`src/rtl/bsr_pkg.sv`:
```
`timescale 1ns / 1ps

package bsr_pkg;

    localparam int DATA_W    = 32;
    localparam int OP_W      = 3;
    localparam int DEPTH_DEF = 16;

    typedef enum logic [OP_W-1:0] {
        OP_PUSH          = 3'd0,
        OP_POP           = 3'd1,
        OP_PEEK          = 3'd2,
        OP_INSERT_BOTTOM = 3'd3,
        OP_REVERSE       = 3'd4
    } opcode_t;

    typedef enum logic [1:0] {
        ST_OK        = 2'd0,
        ST_UNDERFLOW = 2'd1,
        ST_OVERFLOW  = 2'd2
    } status_t;

    typedef enum logic [1:0] {
        RD_TOP,
        RD_LO,
        RD_HI,
        RD_PTR_DN
    } rd_sel_t;

    typedef enum logic [2:0] {
        WR_PUSH,
        WR_SHIFT,
        WR_BOTTOM,
        WR_LO,
        WR_HI
    } wr_sel_t;

    typedef struct packed {
        logic    load_in;
        logic    rd_en;
        rd_sel_t rd_sel;
        logic    wr_en;
        wr_sel_t wr_sel;
        logic    cnt_inc;
        logic    cnt_dec;
        logic    ptr_init;
        logic    ptr_dec;
        logic    rev_init;
        logic    rev_step;
        logic    tmp_load;
        logic    res_load;
        logic    res_read;
        status_t res_status;
    } cmd_t;

    typedef struct packed {
        opcode_t op;
        logic    empty;
        logic    full;
        logic    cnt_gt1;
        logic    ptr_zero;
        logic    rev_more;
    } sts_t;

endpackage

```
`src/rtl/bsr_dp.sv`:
```
`timescale 1ns / 1ps

module bsr_dp #(
    parameter int DEPTH = bsr_pkg::DEPTH_DEF
) (
    input  logic                               aclk,
    input  logic                               aresetn,
    input  logic [bsr_pkg::OP_W-1:0]           s_opcode,
    input  logic signed [bsr_pkg::DATA_W-1:0]  s_push_value,
    input  bsr_pkg::cmd_t                      cmd,
    output bsr_pkg::sts_t                      sts,
    output logic signed [bsr_pkg::DATA_W-1:0]  m_read_value,
    output logic [1:0]                         m_status,
    output logic                               m_is_empty,
    output logic                               m_is_full
);

    localparam int AW = $clog2(DEPTH);
    localparam int CW = $clog2(DEPTH + 1);

    logic signed [bsr_pkg::DATA_W-1:0] mem_reg [DEPTH];
    logic signed [bsr_pkg::DATA_W-1:0] rdata_reg;
    logic signed [bsr_pkg::DATA_W-1:0] tmp_reg;
    logic signed [bsr_pkg::DATA_W-1:0] val_reg;
    bsr_pkg::opcode_t                  op_reg;
    logic [CW-1:0]                     count_reg;
    logic [CW-1:0]                     count_next;
    logic [AW-1:0]                     ptr_reg;
    logic [AW-1:0]                     lo_reg;
    logic [AW-1:0]                     hi_reg;

    logic signed [bsr_pkg::DATA_W-1:0] m_read_value_reg;
    bsr_pkg::status_t                  m_status_reg;
    logic                              m_is_empty_reg;
    logic                              m_is_full_reg;

    logic [CW-1:0]                     count_m1;
    logic [AW-1:0]                     top_addr;
    logic [AW-1:0]                     rd_addr;
    logic [AW-1:0]                     wr_addr;
    logic signed [bsr_pkg::DATA_W-1:0] wr_data;
    logic                              cnt_zero;
    logic                              cnt_full;

    assign count_m1 = count_reg - CW'(1);
    assign top_addr = count_m1[AW-1:0];
    assign cnt_zero = (count_reg == '0);
    assign cnt_full = (count_reg == CW'(DEPTH));

    always_comb begin
        case (cmd.rd_sel)
            bsr_pkg::RD_TOP:    rd_addr = top_addr;
            bsr_pkg::RD_LO:     rd_addr = lo_reg;
            bsr_pkg::RD_HI:     rd_addr = hi_reg;
            bsr_pkg::RD_PTR_DN: rd_addr = ptr_reg - AW'(1);
            default:            rd_addr = top_addr;
        endcase
    end

    always_comb begin
        case (cmd.wr_sel)
            bsr_pkg::WR_PUSH: begin
                wr_addr = count_reg[AW-1:0];
                wr_data = val_reg;
            end
            bsr_pkg::WR_SHIFT: begin
                wr_addr = ptr_reg + AW'(1);
                wr_data = rdata_reg;
            end
            bsr_pkg::WR_BOTTOM: begin
                wr_addr = '0;
                wr_data = val_reg;
            end
            bsr_pkg::WR_LO: begin
                wr_addr = lo_reg;
                wr_data = rdata_reg;
            end
            bsr_pkg::WR_HI: begin
                wr_addr = hi_reg;
                wr_data = tmp_reg;
            end
            default: begin
                wr_addr = '0;
                wr_data = val_reg;
            end
        endcase
    end

    always_ff @(posedge aclk) begin
        if (cmd.wr_en) begin
            mem_reg[wr_addr] <= wr_data;
        end
        if (cmd.rd_en) begin
            rdata_reg <= mem_reg[rd_addr];
        end
    end

    always_comb begin
        count_next = count_reg;
        if (cmd.cnt_inc) begin
            count_next = count_reg + CW'(1);
        end else if (cmd.cnt_dec) begin
            count_next = count_m1;
        end
    end

    always_ff @(posedge aclk) begin
        if (!aresetn) begin
            count_reg <= '0;
        end else begin
            count_reg <= count_next;
        end
    end

    always_ff @(posedge aclk) begin
        if (cmd.load_in) begin
            op_reg  <= bsr_pkg::opcode_t'(s_opcode);
            val_reg <= s_push_value;
        end
        if (cmd.tmp_load) begin
            tmp_reg <= rdata_reg;
        end
        if (cmd.ptr_init) begin
            ptr_reg <= top_addr;
        end else if (cmd.ptr_dec) begin
            ptr_reg <= ptr_reg - AW'(1);
        end
        if (cmd.rev_init) begin
            lo_reg <= '0;
            hi_reg <= top_addr;
        end else if (cmd.rev_step) begin
            lo_reg <= lo_reg + AW'(1);
            hi_reg <= hi_reg - AW'(1);
        end
        if (cmd.res_load) begin
            m_read_value_reg <= cmd.res_read ? rdata_reg : '0;
            m_status_reg     <= cmd.res_status;
            m_is_empty_reg   <= cnt_zero;
            m_is_full_reg    <= cnt_full;
        end
    end

    assign sts.op       = op_reg;
    assign sts.empty    = cnt_zero;
    assign sts.full     = cnt_full;
    assign sts.cnt_gt1  = (count_reg > CW'(1));
    assign sts.ptr_zero = (ptr_reg == '0);
    assign sts.rev_more = (({1'b0, lo_reg} + (AW + 1)'(2)) < {1'b0, hi_reg});

    assign m_read_value = m_read_value_reg;
    assign m_status     = m_status_reg;
    assign m_is_empty   = m_is_empty_reg;
    assign m_is_full    = m_is_full_reg;

endmodule

```
`src/rtl/bsr_ctrl.sv`:
```
`timescale 1ns / 1ps

module bsr_ctrl (
    input  logic          aclk,
    input  logic          aresetn,
    input  logic          s_valid,
    output logic          s_ready,
    output logic          m_valid,
    input  logic          m_ready,
    input  bsr_pkg::sts_t sts,
    output bsr_pkg::cmd_t cmd
);

    typedef enum logic [3:0] {
        IDLE,
        DISPATCH,
        INS_MV,
        INS_BOT,
        REV_RD_LO,
        REV_RD_HI,
        REV_WR_LO,
        REV_WR_HI,
        FIN
    } state_t;

    state_t           state_reg;
    state_t           state_next;
    bsr_pkg::status_t res_status_reg;
    bsr_pkg::status_t res_status_next;
    logic             res_read_reg;
    logic             res_read_next;
    logic             m_valid_reg;
    logic             m_valid_next;

    always_comb begin
        cmd             = '0;
        cmd.res_status  = res_status_reg;
        cmd.res_read    = res_read_reg;
        state_next      = state_reg;
        res_status_next = res_status_reg;
        res_read_next   = res_read_reg;

        unique case (state_reg)
            IDLE: begin
                if (s_valid) begin
                    cmd.load_in = 1'b1;
                    state_next  = DISPATCH;
                end
            end
            DISPATCH: begin
                res_status_next = bsr_pkg::ST_OK;
                res_read_next   = 1'b0;
                state_next      = FIN;
                unique case (sts.op) inside
                    bsr_pkg::OP_PUSH: begin
                        if (sts.full) begin
                            res_status_next = bsr_pkg::ST_OVERFLOW;
                        end else begin
                            cmd.wr_en   = 1'b1;
                            cmd.wr_sel  = bsr_pkg::WR_PUSH;
                            cmd.cnt_inc = 1'b1;
                        end
                    end
                    bsr_pkg::OP_POP, bsr_pkg::OP_PEEK: begin
                        if (sts.empty) begin
                            res_status_next = bsr_pkg::ST_UNDERFLOW;
                        end else begin
                            cmd.rd_en     = 1'b1;
                            cmd.rd_sel    = bsr_pkg::RD_TOP;
                            cmd.cnt_dec   = (sts.op == bsr_pkg::OP_POP);
                            res_read_next = 1'b1;
                        end
                    end
                    bsr_pkg::OP_INSERT_BOTTOM: begin
                        if (sts.full) begin
                            res_status_next = bsr_pkg::ST_OVERFLOW;
                        end else if (sts.empty) begin
                            cmd.wr_en   = 1'b1;
                            cmd.wr_sel  = bsr_pkg::WR_BOTTOM;
                            cmd.cnt_inc = 1'b1;
                        end else begin
                            cmd.rd_en    = 1'b1;
                            cmd.rd_sel   = bsr_pkg::RD_TOP;
                            cmd.ptr_init = 1'b1;
                            state_next   = INS_MV;
                        end
                    end
                    bsr_pkg::OP_REVERSE: begin
                        if (sts.cnt_gt1) begin
                            cmd.rev_init = 1'b1;
                            state_next   = REV_RD_LO;
                        end
                    end
                    default: begin
                    end
                endcase
            end
            INS_MV: begin
                cmd.wr_en  = 1'b1;
                cmd.wr_sel = bsr_pkg::WR_SHIFT;
                if (sts.ptr_zero) begin
                    state_next = INS_BOT;
                end else begin
                    cmd.rd_en   = 1'b1;
                    cmd.rd_sel  = bsr_pkg::RD_PTR_DN;
                    cmd.ptr_dec = 1'b1;
                end
            end
            INS_BOT: begin
                cmd.wr_en   = 1'b1;
                cmd.wr_sel  = bsr_pkg::WR_BOTTOM;
                cmd.cnt_inc = 1'b1;
                state_next  = FIN;
            end
            REV_RD_LO: begin
                cmd.rd_en  = 1'b1;
                cmd.rd_sel = bsr_pkg::RD_LO;
                state_next = REV_RD_HI;
            end
            REV_RD_HI: begin
                cmd.rd_en    = 1'b1;
                cmd.rd_sel   = bsr_pkg::RD_HI;
                cmd.tmp_load = 1'b1;
                state_next   = REV_WR_LO;
            end
            REV_WR_LO: begin
                cmd.wr_en  = 1'b1;
                cmd.wr_sel = bsr_pkg::WR_LO;
                state_next = REV_WR_HI;
            end
            REV_WR_HI: begin
                cmd.wr_en    = 1'b1;
                cmd.wr_sel   = bsr_pkg::WR_HI;
                cmd.rev_step = 1'b1;
                state_next   = sts.rev_more ? REV_RD_LO : FIN;
            end
            FIN: begin
                if (!m_valid_reg || m_ready) begin
                    cmd.res_load = 1'b1;
                    state_next   = IDLE;
                end
            end
            default: begin
                state_next = IDLE;
            end
        endcase

        if (cmd.res_load) begin
            m_valid_next = 1'b1;
        end else if (m_valid_reg && m_ready) begin
            m_valid_next = 1'b0;
        end else begin
            m_valid_next = m_valid_reg;
        end
    end

    always_ff @(posedge aclk) begin
        if (!aresetn) begin
            state_reg      <= IDLE;
            res_status_reg <= bsr_pkg::ST_OK;
            res_read_reg   <= 1'b0;
            m_valid_reg    <= 1'b0;
        end else begin
            state_reg      <= state_next;
            res_status_reg <= res_status_next;
            res_read_reg   <= res_read_next;
            m_valid_reg    <= m_valid_next;
        end
    end

    assign s_ready = (state_reg == IDLE);
    assign m_valid = m_valid_reg;

endmodule

```
`src/rtl/bounded_stack_with_reverse_top.sv`:
```
`timescale 1ns / 1ps

// Bounded LIFO stack of signed 32-bit words with push, pop, peek, insert at
// bottom and in-place reverse. Items enter on the s_ channel (opcode and
// push_value) and each item gives exactly one result on the m_ channel
// (read_value, status, is_empty, is_full), both with valid and ready.
// The block works on one item at a time; s_ready is high only when idle.
// Push, pop, peek, unknown codes, refused items and insert into an empty
// stack pass through DISPATCH to FIN; insert at bottom otherwise shifts each
// entry up one place before writing the bottom, and reverse swaps each pair
// of entries (read low, read high, write low, write high), since every move
// goes through the single read port and single write port of the entry memory.
// The next item may be accepted in the cycle after the result is registered.
// The result sits in an output register, so a new item is accepted while the
// previous result waits; a finished item then holds until m_ready frees it.
// A synchronous low aresetn empties the stack and drops any pending result;
// the entry memory is not cleared, since only written entries are ever read.
module bounded_stack_with_reverse_top #(
    parameter int DEPTH = bsr_pkg::DEPTH_DEF
) (
    input  logic                               aclk,
    input  logic                               aresetn,
    input  logic                               s_valid,
    output logic                               s_ready,
    input  logic [bsr_pkg::OP_W-1:0]           s_opcode,
    input  logic signed [bsr_pkg::DATA_W-1:0]  s_push_value,
    output logic                               m_valid,
    input  logic                               m_ready,
    output logic signed [bsr_pkg::DATA_W-1:0]  m_read_value,
    output logic [1:0]                         m_status,
    output logic                               m_is_empty,
    output logic                               m_is_full
);

    bsr_pkg::cmd_t cmd;
    bsr_pkg::sts_t sts;

    bsr_ctrl u_ctrl (
        .aclk    (aclk),
        .aresetn (aresetn),
        .s_valid (s_valid),
        .s_ready (s_ready),
        .m_valid (m_valid),
        .m_ready (m_ready),
        .sts     (sts),
        .cmd     (cmd)
    );

    bsr_dp #(
        .DEPTH (DEPTH)
    ) u_dp (
        .aclk         (aclk),
        .aresetn      (aresetn),
        .s_opcode     (s_opcode),
        .s_push_value (s_push_value),
        .cmd          (cmd),
        .sts          (sts),
        .m_read_value (m_read_value),
        .m_status     (m_status),
        .m_is_empty   (m_is_empty),
        .m_is_full    (m_is_full)
    );

endmodule

```
`config.mk`:
```
export PLATFORM = sky130hd
export DESIGN_NAME = bounded_stack_with_reverse_top
export DESIGN_NICKNAME = d
export VERILOG_FILES = /design/src/rtl/bsr_pkg.sv /design/src/rtl/bsr_dp.sv /design/src/rtl/bsr_ctrl.sv /design/src/rtl/bounded_stack_with_reverse_top.sv
export SDC_FILE = /design/constraint.sdc
export NUM_CORES = 1
export LEC_CHECK = 0
export ABC_AREA = 1
export BUFFER_PORTS_ARGS = -buffer_cell sky130_fd_sc_hd__buf_2
export CORE_MARGIN = 2
export CORE_UTILIZATION = 30
export DETAILED_ROUTE_END_ITERATION = 8
export GPL_TIMING_DRIVEN = 1
export PLACE_DENSITY_LB_ADDON = 0.15
export SETUP_SLACK_MARGIN = 0.2
export SYNTH_ARGS = -nofsm -noshare
export SYNTH_HDL_FRONTEND = slang
export SYNTH_SLANG_ARGS = --single-unit
```
`constraint.sdc`:
```
create_clock -name aclk -period 5.73 [get_ports aclk]
set_clock_uncertainty 0.1 [all_clocks]
set_input_delay 1.146 -clock aclk [delete_from_list [all_inputs] [get_ports aclk]]
set_output_delay 1.146 -clock aclk [all_outputs]
set_load 0.01 [all_outputs]
```
==> results of run 1 <==
-- per-layer routing --
metal	share of wire (%)	up-vias	global-route usage (%)	wire length (um)
met4	2.3	0	5.04	1910
met1	47	9474	23.3	39000
li1	-	9097	-	-
met3	5.2	119	2.54	4310
met5	0	-	0	0
met2	46	536	26.5	37900
-- cell type report --
class	count	area [um^2]
fill	9616	63100
sequential	672	20000
multi-input combinational	1436	7050
clock buffer	88	1970
tap	1276	1600
inverter	423	1590
timing repair buffer	119	791
clock inverter	40	417
-- synth_stat cells (3+ instances only) --
cell type / instances
inv_2: 7
nand3b_1: 77
nand3_1: 632
edfxtp_1: 655
nor3_1: 5
nand2_1: 584
buf_4: 26
a21oi_1: 15
ha_1: 12
o21ai_0: 15
xnor2_1: 5
xor2_1: 6
dfxtp_1: 17
nand2_2: 4
nand4_1: 4
nand3_2: 3
clkbuf_1: 30
nor2_4: 3
nor2_1: 51
buf_2: 89
inv_1: 414
a31oi_1: 3
-- path summary, 6_finish.rpt --
path | to | slack, ns | startpoint | depth (start not counted)
setup reg to reg | u_dp.rdata_reg[18] | 1.52 | u_dp.ptr_reg[0] | 12
hold / removal | u_dp.m_status[0] | 0.34 | u_ctrl.res_status_reg[0] | 0
setup / recovery | u_dp.rdata_reg[18] | 1.52 | u_dp.ptr_reg[0] | 12
hold reg to reg | u_dp.m_status[0] | 0.34 | u_ctrl.res_status_reg[0] | 0
-- power by group through the flow --
stage / sequential [mW] / combinational [mW] / clock [mW]
after detailed placement: 5.67 / 1.01 / 0
after CTS: 5.57 / 1.01 / 4.89
after global routing: 5.57 / 1.11 / 5.07
after global placement: 5.67 / 0.995 / 0
final: 5.57 / 0.998 / 4.77
after floorplan: 5.66 / 0.630 / 0
-- worst max-delay path, cell delays in order (launching register included) --
cell and delay, ns:
edfxtp_1 0.46, inv_1 0.18, ha_1 0.21, nand3_1 0.18
nand2_4 0.20, nand4_4 0.64, nand2_8 0.82, buf_4 0.54
nand2_1 0.11, nand3_1 0.09, nand3_1 0.09, nand3_1 0.18
nand2_1 0.07
-- kinds of logic after synthesis --
family / Yosys count
AND/OR/NAND/NOR: 1370
flip-flops: 672
buffers and inverters: 570
AO/OA/AOI/OAI: 42
adder cells (fa/ha/maj): 12
XOR/XNOR: 11
multiplexers: 1
==> run metrics, run 1 <==
status=finished clean; sw frac=24.2%; RSZ-0062 raised after global routing=false; Avg Cell Area, Syn=10.9 um^2; clock network fraction of total power=42.1%; via count=19226; gr usage total=16.6%; asr flop ratio synth=0%; commonest non-fill, non-tap cell in the layout=edfxtp_1; Post-Layout Cell Count=4054; initial antenna violation count=0; worst hold slack=0.338 ns; IO buf count=76; main combinational cell family by area after synthesis=simple AND/OR/NAND/NOR gates; DRC violation total after the first TritonRoute iteration=1539; P_int=8.59 mW; top post-synthesis cells by area=edfxtp_1 (67%), nand3_1 (11%), nand2_1 (7.5%), inv_1 (5.3%), nand3b_1 (2.0%); YS warnings=0; vias in the first global route=18872; number of synthesized flops with an enable pin=655; chip height=316 um; Comb pwr share=8.8%; Worst EP arrival=4.48 ns; IO Pins=77; CP Capture Type=flip-flop; area leader, netlist=edfxtp_1; Critical Path RT=6.00 ns; cts hold-fix bufs=0; final total power=11.3 mW; fin crit share=73.4%; Setup TNS=0 ns; Worst Hold Class=reg -> reg; placeable core area=0.0966 mm^2; Synth Area in Compound Gates=0.840%; placed cell areas=0.0310 mm^2; DR vias/cell=4.74; area growth from synthesis to layout=14.5%; first-pass GRT wire length=124 mm; DRC=0; First-pass DRT Iterations=5; Worst-Margin Slew=1.27 ns; antenna diode count=0; # nets final=2775; post-route cell area=0.0334 mm^2; clock-pin slew on the worst setup and hold paths=0.06 ns; placed insts=3925; multiplexer area fraction after synthesis=0.0343%; H-tree depth reported by CTS=3; peak supply drop=177 uV; Hold Violations, Final=0; critical path peak fanout=86; PwrDens=339 mW/mm^2; Sw Pwr=2.75 mW; CP Class=reg -> reg; fin util=34.6%; commonest non-fill, non-tap cells in the layout=edfxtp_1 (655), nand3_1 (632), nand2_1 (583); total of max-cap violations=0; Synthesized Nets=2729; Max Buffers Root-to-Sink=3; Main synth FF type=edfxtp_1; post-CTS setup buffers=0; simple-gate portion of the synthesized area=21.7%; Place WS=1.54 ns; Synth Cell Area=0.0292 mm^2; layout cells sized above 1=9.83%; post-CTS resize count=0; per-cell routed wire length=20.5 um; CTS Sinks=672; row cnt=114; leak pwr=13.2 nW; number of flip-flops in the largest register=512; Slew headroom=15.0%; setup violators final=0; Seq/Total Area, Yosys=68.5%; die area=0.0998 mm^2; CTS tree=built; Final min period=4.21 ns; post-synthesis register bit count=672; final RePlAce weighted congestion=0.823; Inserted Clock Buffers=72; Routed WL=83.1 mm; Initial Util=30.2%; Die W=316 um; upper clock frequency limit=238 MHz; Final Max Tran Viols=0; Startpoint Class=flip-flop; XOR/XNOR Fraction of Synth Area=0.330%; final worst setup slack=1.52 ns; antenna viol nets, final=0; sequential cell fraction of total power=49.1%; Adder-Cell Fraction of Synth Area=0.514%; worst skew pair latency=0.63 ns; top-area cell type share of the netlist area=67.4%; post-synthesis cell type count=39; Syn Inst Count=2678; total gr overflow=0; largest net degree at the start of global routing=183; root buf cell=clkbuf_16; post-DP HPWL=46.3 mm
Power figures use the tool's default switching activity.
==> run 2, diff against run 1 <==
clock period = 4 ns   (was 5.73 ns; I/O delays follow)
==> run metrics, run 2 (same netlist as run 1, synthesis figures left out) <==
total of max-cap violations=0 (unchanged); Hold EP=u_dp.val_reg[4] (was u_dp.m_status[0]); reg2reg start=u_dp.count_reg[0] (was u_dp.ptr_reg[0]); upper clock frequency limit=289 MHz (was 238 MHz); IO buf count=76 (unchanged); Initial Util=30.2% (unchanged); PwrDens=483 mW/mm^2 (was 339 mW/mm^2); Startpoint Class=flip-flop (unchanged); R2R cell count=13 (was 12); layout cells sized above 1=10.5% (was 9.83%); initial antenna violation count=2 (was 0); DRC violation total after the first TritonRoute iteration=1497 (was 1539); critical path peak fanout=18 (was 86); antenna viol nets, final=0 (unchanged); IO Pins=77 (unchanged); worst skew pair latency=0.63 ns (about the same); gr usage total=16.8% (was 16.6%); Worst-Margin Slew=1.02 ns (was 1.27 ns); area of the multi-input gates=0.00707 mm^2 (was 0.00705 mm^2); CP Cell Sequence=inv_1 -> ha_1 -> inv_1 -> nor2_1 -> nand2_1 -> nor2_1 -> a21oi_1 -> nand3_2 -> nor2_1 -> nor2_1 -> nand3_1 -> nor2_4 -> buf_4 (was inv_1 -> ha_1 -> nand3_1 -> nand2_4 -> nand4_4 -> nand2_8 -> buf_4 -> nand2_1 -> nand3_1 -> nand3_1 -> nand3_1 -> nand2_1); Post-Layout Cell Count=4088 (was 4054); chip height=316 um (unchanged); first-pass GRT wire length=125 mm (was 124 mm); peak supply drop=289 uV (was 177 uV); Routed WL=84.1 mm (was 83.1 mm); post-CTS setup buffers=0 (unchanged); total gr overflow=0 (unchanged); post-CTS resize count=0 (unchanged); area growth from synthesis to layout=16.0% (was 14.5%); Final min period=3.46 ns (was 4.21 ns); Die W=316 um (unchanged); placeable core area=0.0966 mm^2 (unchanged); CTS Sinks=672 (unchanged); clock-pin slew on the worst setup and hold paths=0.06 ns (about the same); leak pwr=13.5 nW (was 13.2 nW); setup violators final=0 (unchanged); via count=19313 (was 19226); Worst EP arrival=3.63 ns (was 4.48 ns); row cnt=114 (unchanged); final RePlAce weighted congestion=0.800 (was 0.823); # fillers=9531 (was 9616); DRC=0 (unchanged); root buf cell=clkbuf_16 (unchanged); CP bufs+invs=3 (was 2); DR vias/cell=4.72 (was 4.74); CTS tree=built (unchanged); RSZ-0062 raised after global routing=false (unchanged); Final Max Tran Viols=0 (unchanged); Hold Startpoint=s_push_value[4] (was u_ctrl.res_status_reg[0]); storage element area=0.0200 mm^2 (unchanged); delay-heaviest family, CP=simple AND/OR/NAND/NOR gates (unchanged); Inserted Clock Buffers=76 (was 72); number of flip-flops in the largest register=512 (unchanged); Hold Violations, Final=0 (unchanged); CP Class=reg -> reg (unchanged); placed insts=3948 (was 3925); register-to-register setup slack=0.54 ns (was 1.52 ns); Critical Path RT=4.17 ns (was 6.00 ns); slowest stage delay, CP=0.43 ns (was 0.82 ns); die area=0.0998 mm^2 (unchanged); Worst Hold Depth=1 (was 0); CP dominant cell by count=nor2_1 (was nand3_1); post-DP HPWL=47.6 mm (was 46.3 mm); cts hold-fix bufs=0 (unchanged); Worst Hold Class=in -> reg (was reg -> reg); Setup TNS=0 ns (unchanged); status=finished clean (unchanged); R2R Path End=u_dp.mem_reg[1][21] (was u_dp.rdata_reg[18]); Slew headroom=31.7% (was 15.0%); commonest non-fill, non-tap cell in the layout=edfxtp_1 (unchanged); Max Buffers Root-to-Sink=3 (unchanged); H-tree depth reported by CTS=3 (unchanged); largest net degree at the start of global routing=149 (was 183); antenna diode count=0 (unchanged); First-pass DRT Iterations=5 (unchanged); commonest non-fill, non-tap cells in the layout=edfxtp_1 (655), nand3_1 (632), nand2_1 (583) (unchanged); per-cell routed wire length=20.6 um (was 20.5 um); Crit. Startpoint=u_dp.count_reg[0] (was u_dp.ptr_reg[0]); Worst path slowest cell=dfxtp_1 (was nand2_8); CP Capture Type=flip-flop (unchanged); fin crit share=86.4% (was 73.4%); # nets final=2801 (was 2775); vias in the first global route=18884 (was 18872)
==> run 2: cell types whose count changed in the layout (fill, tap and decap cells not counted), sizes merged <==
| cell | delta |
|---|---|
| inv | +4 |
| clkbuf | +2 |
| bufinv | -1 |
| buf | +22 |
| clkinv | +9 |
| clkinvlp | -2 |
==> run 2: layer usage <==
metal | vias up | track usage (%) | part of all wire [%] | wire length, um
met2 | 534 | 27.1 | 46 | 38500
met5 | - | 0 | 0 | 0
li1 | 9169 | - | - | -
met4 | 0 | 3.65 | 1.5 | 1280
met1 | 9513 | 23.9 | 47 | 39500
met3 | 97 | 2.66 | 5.7 | 4780
==> run 2: how the worst max path moves through the flow <==
stage	to	slack (ns)	depth (start not counted)
floorplan	u_dp.mem_reg[8][0]	0.45	12
global placement	u_dp.mem_reg[7][25]	0.69	11
detailed placement	u_dp.mem_reg[4][25]	0.62	11
CTS	u_dp.mem_reg[4][15]	0.59	11
global route	u_dp.mem_reg[1][21]	0.27	13
finish	u_dp.mem_reg[1][21]	0.54	13
==> run 2: worst reg2reg max path: stages (launching register included) <==
cell and delay [ns]:
dfxtp_1 0.43, inv_1 0.20, ha_1 0.18, inv_1 0.06
nor2_1 0.23, nand2_1 0.18, nor2_1 0.17, a21oi_1 0.11
nand3_2 0.13, nor2_1 0.06, nor2_1 0.34, nand3_1 0.36
nor2_4 0.17, buf_4 0.37
==> run 2: stage by stage <==
step	power [mW]	utilization (%)	setup slack (ns)	instance area [um^2]	hold slack, ns
after floorplan	9.01	-	0.450	29200	0.309
after global placement	9.61	32.5	0.688	31400	0.325
after detailed placement	9.63	32.5	0.620	31400	0.325
after CTS	16.6	35.1	0.593	33900	0.202
after global routing	17.0	35.1	0.275	33900	0.215
final	16.4	35.1	0.542	33900	0.250
==> run 2: cell type report <==
class	count	share of cell area (%)
clock inverters	50	1.28
flip-flops and latches	672	59.1
clock buffers	90	5.93
multi-input cells	1436	20.9
inverters	423	4.69
repair buffers	141	3.41
well taps	1276	4.72
==> run 2: report_power, final <==
group | switching (mW) | internal, mW
Combinational | 1.09 | 0.404
Sequential | 0.0533 | 7.92
Clock | 2.85 | 4.04
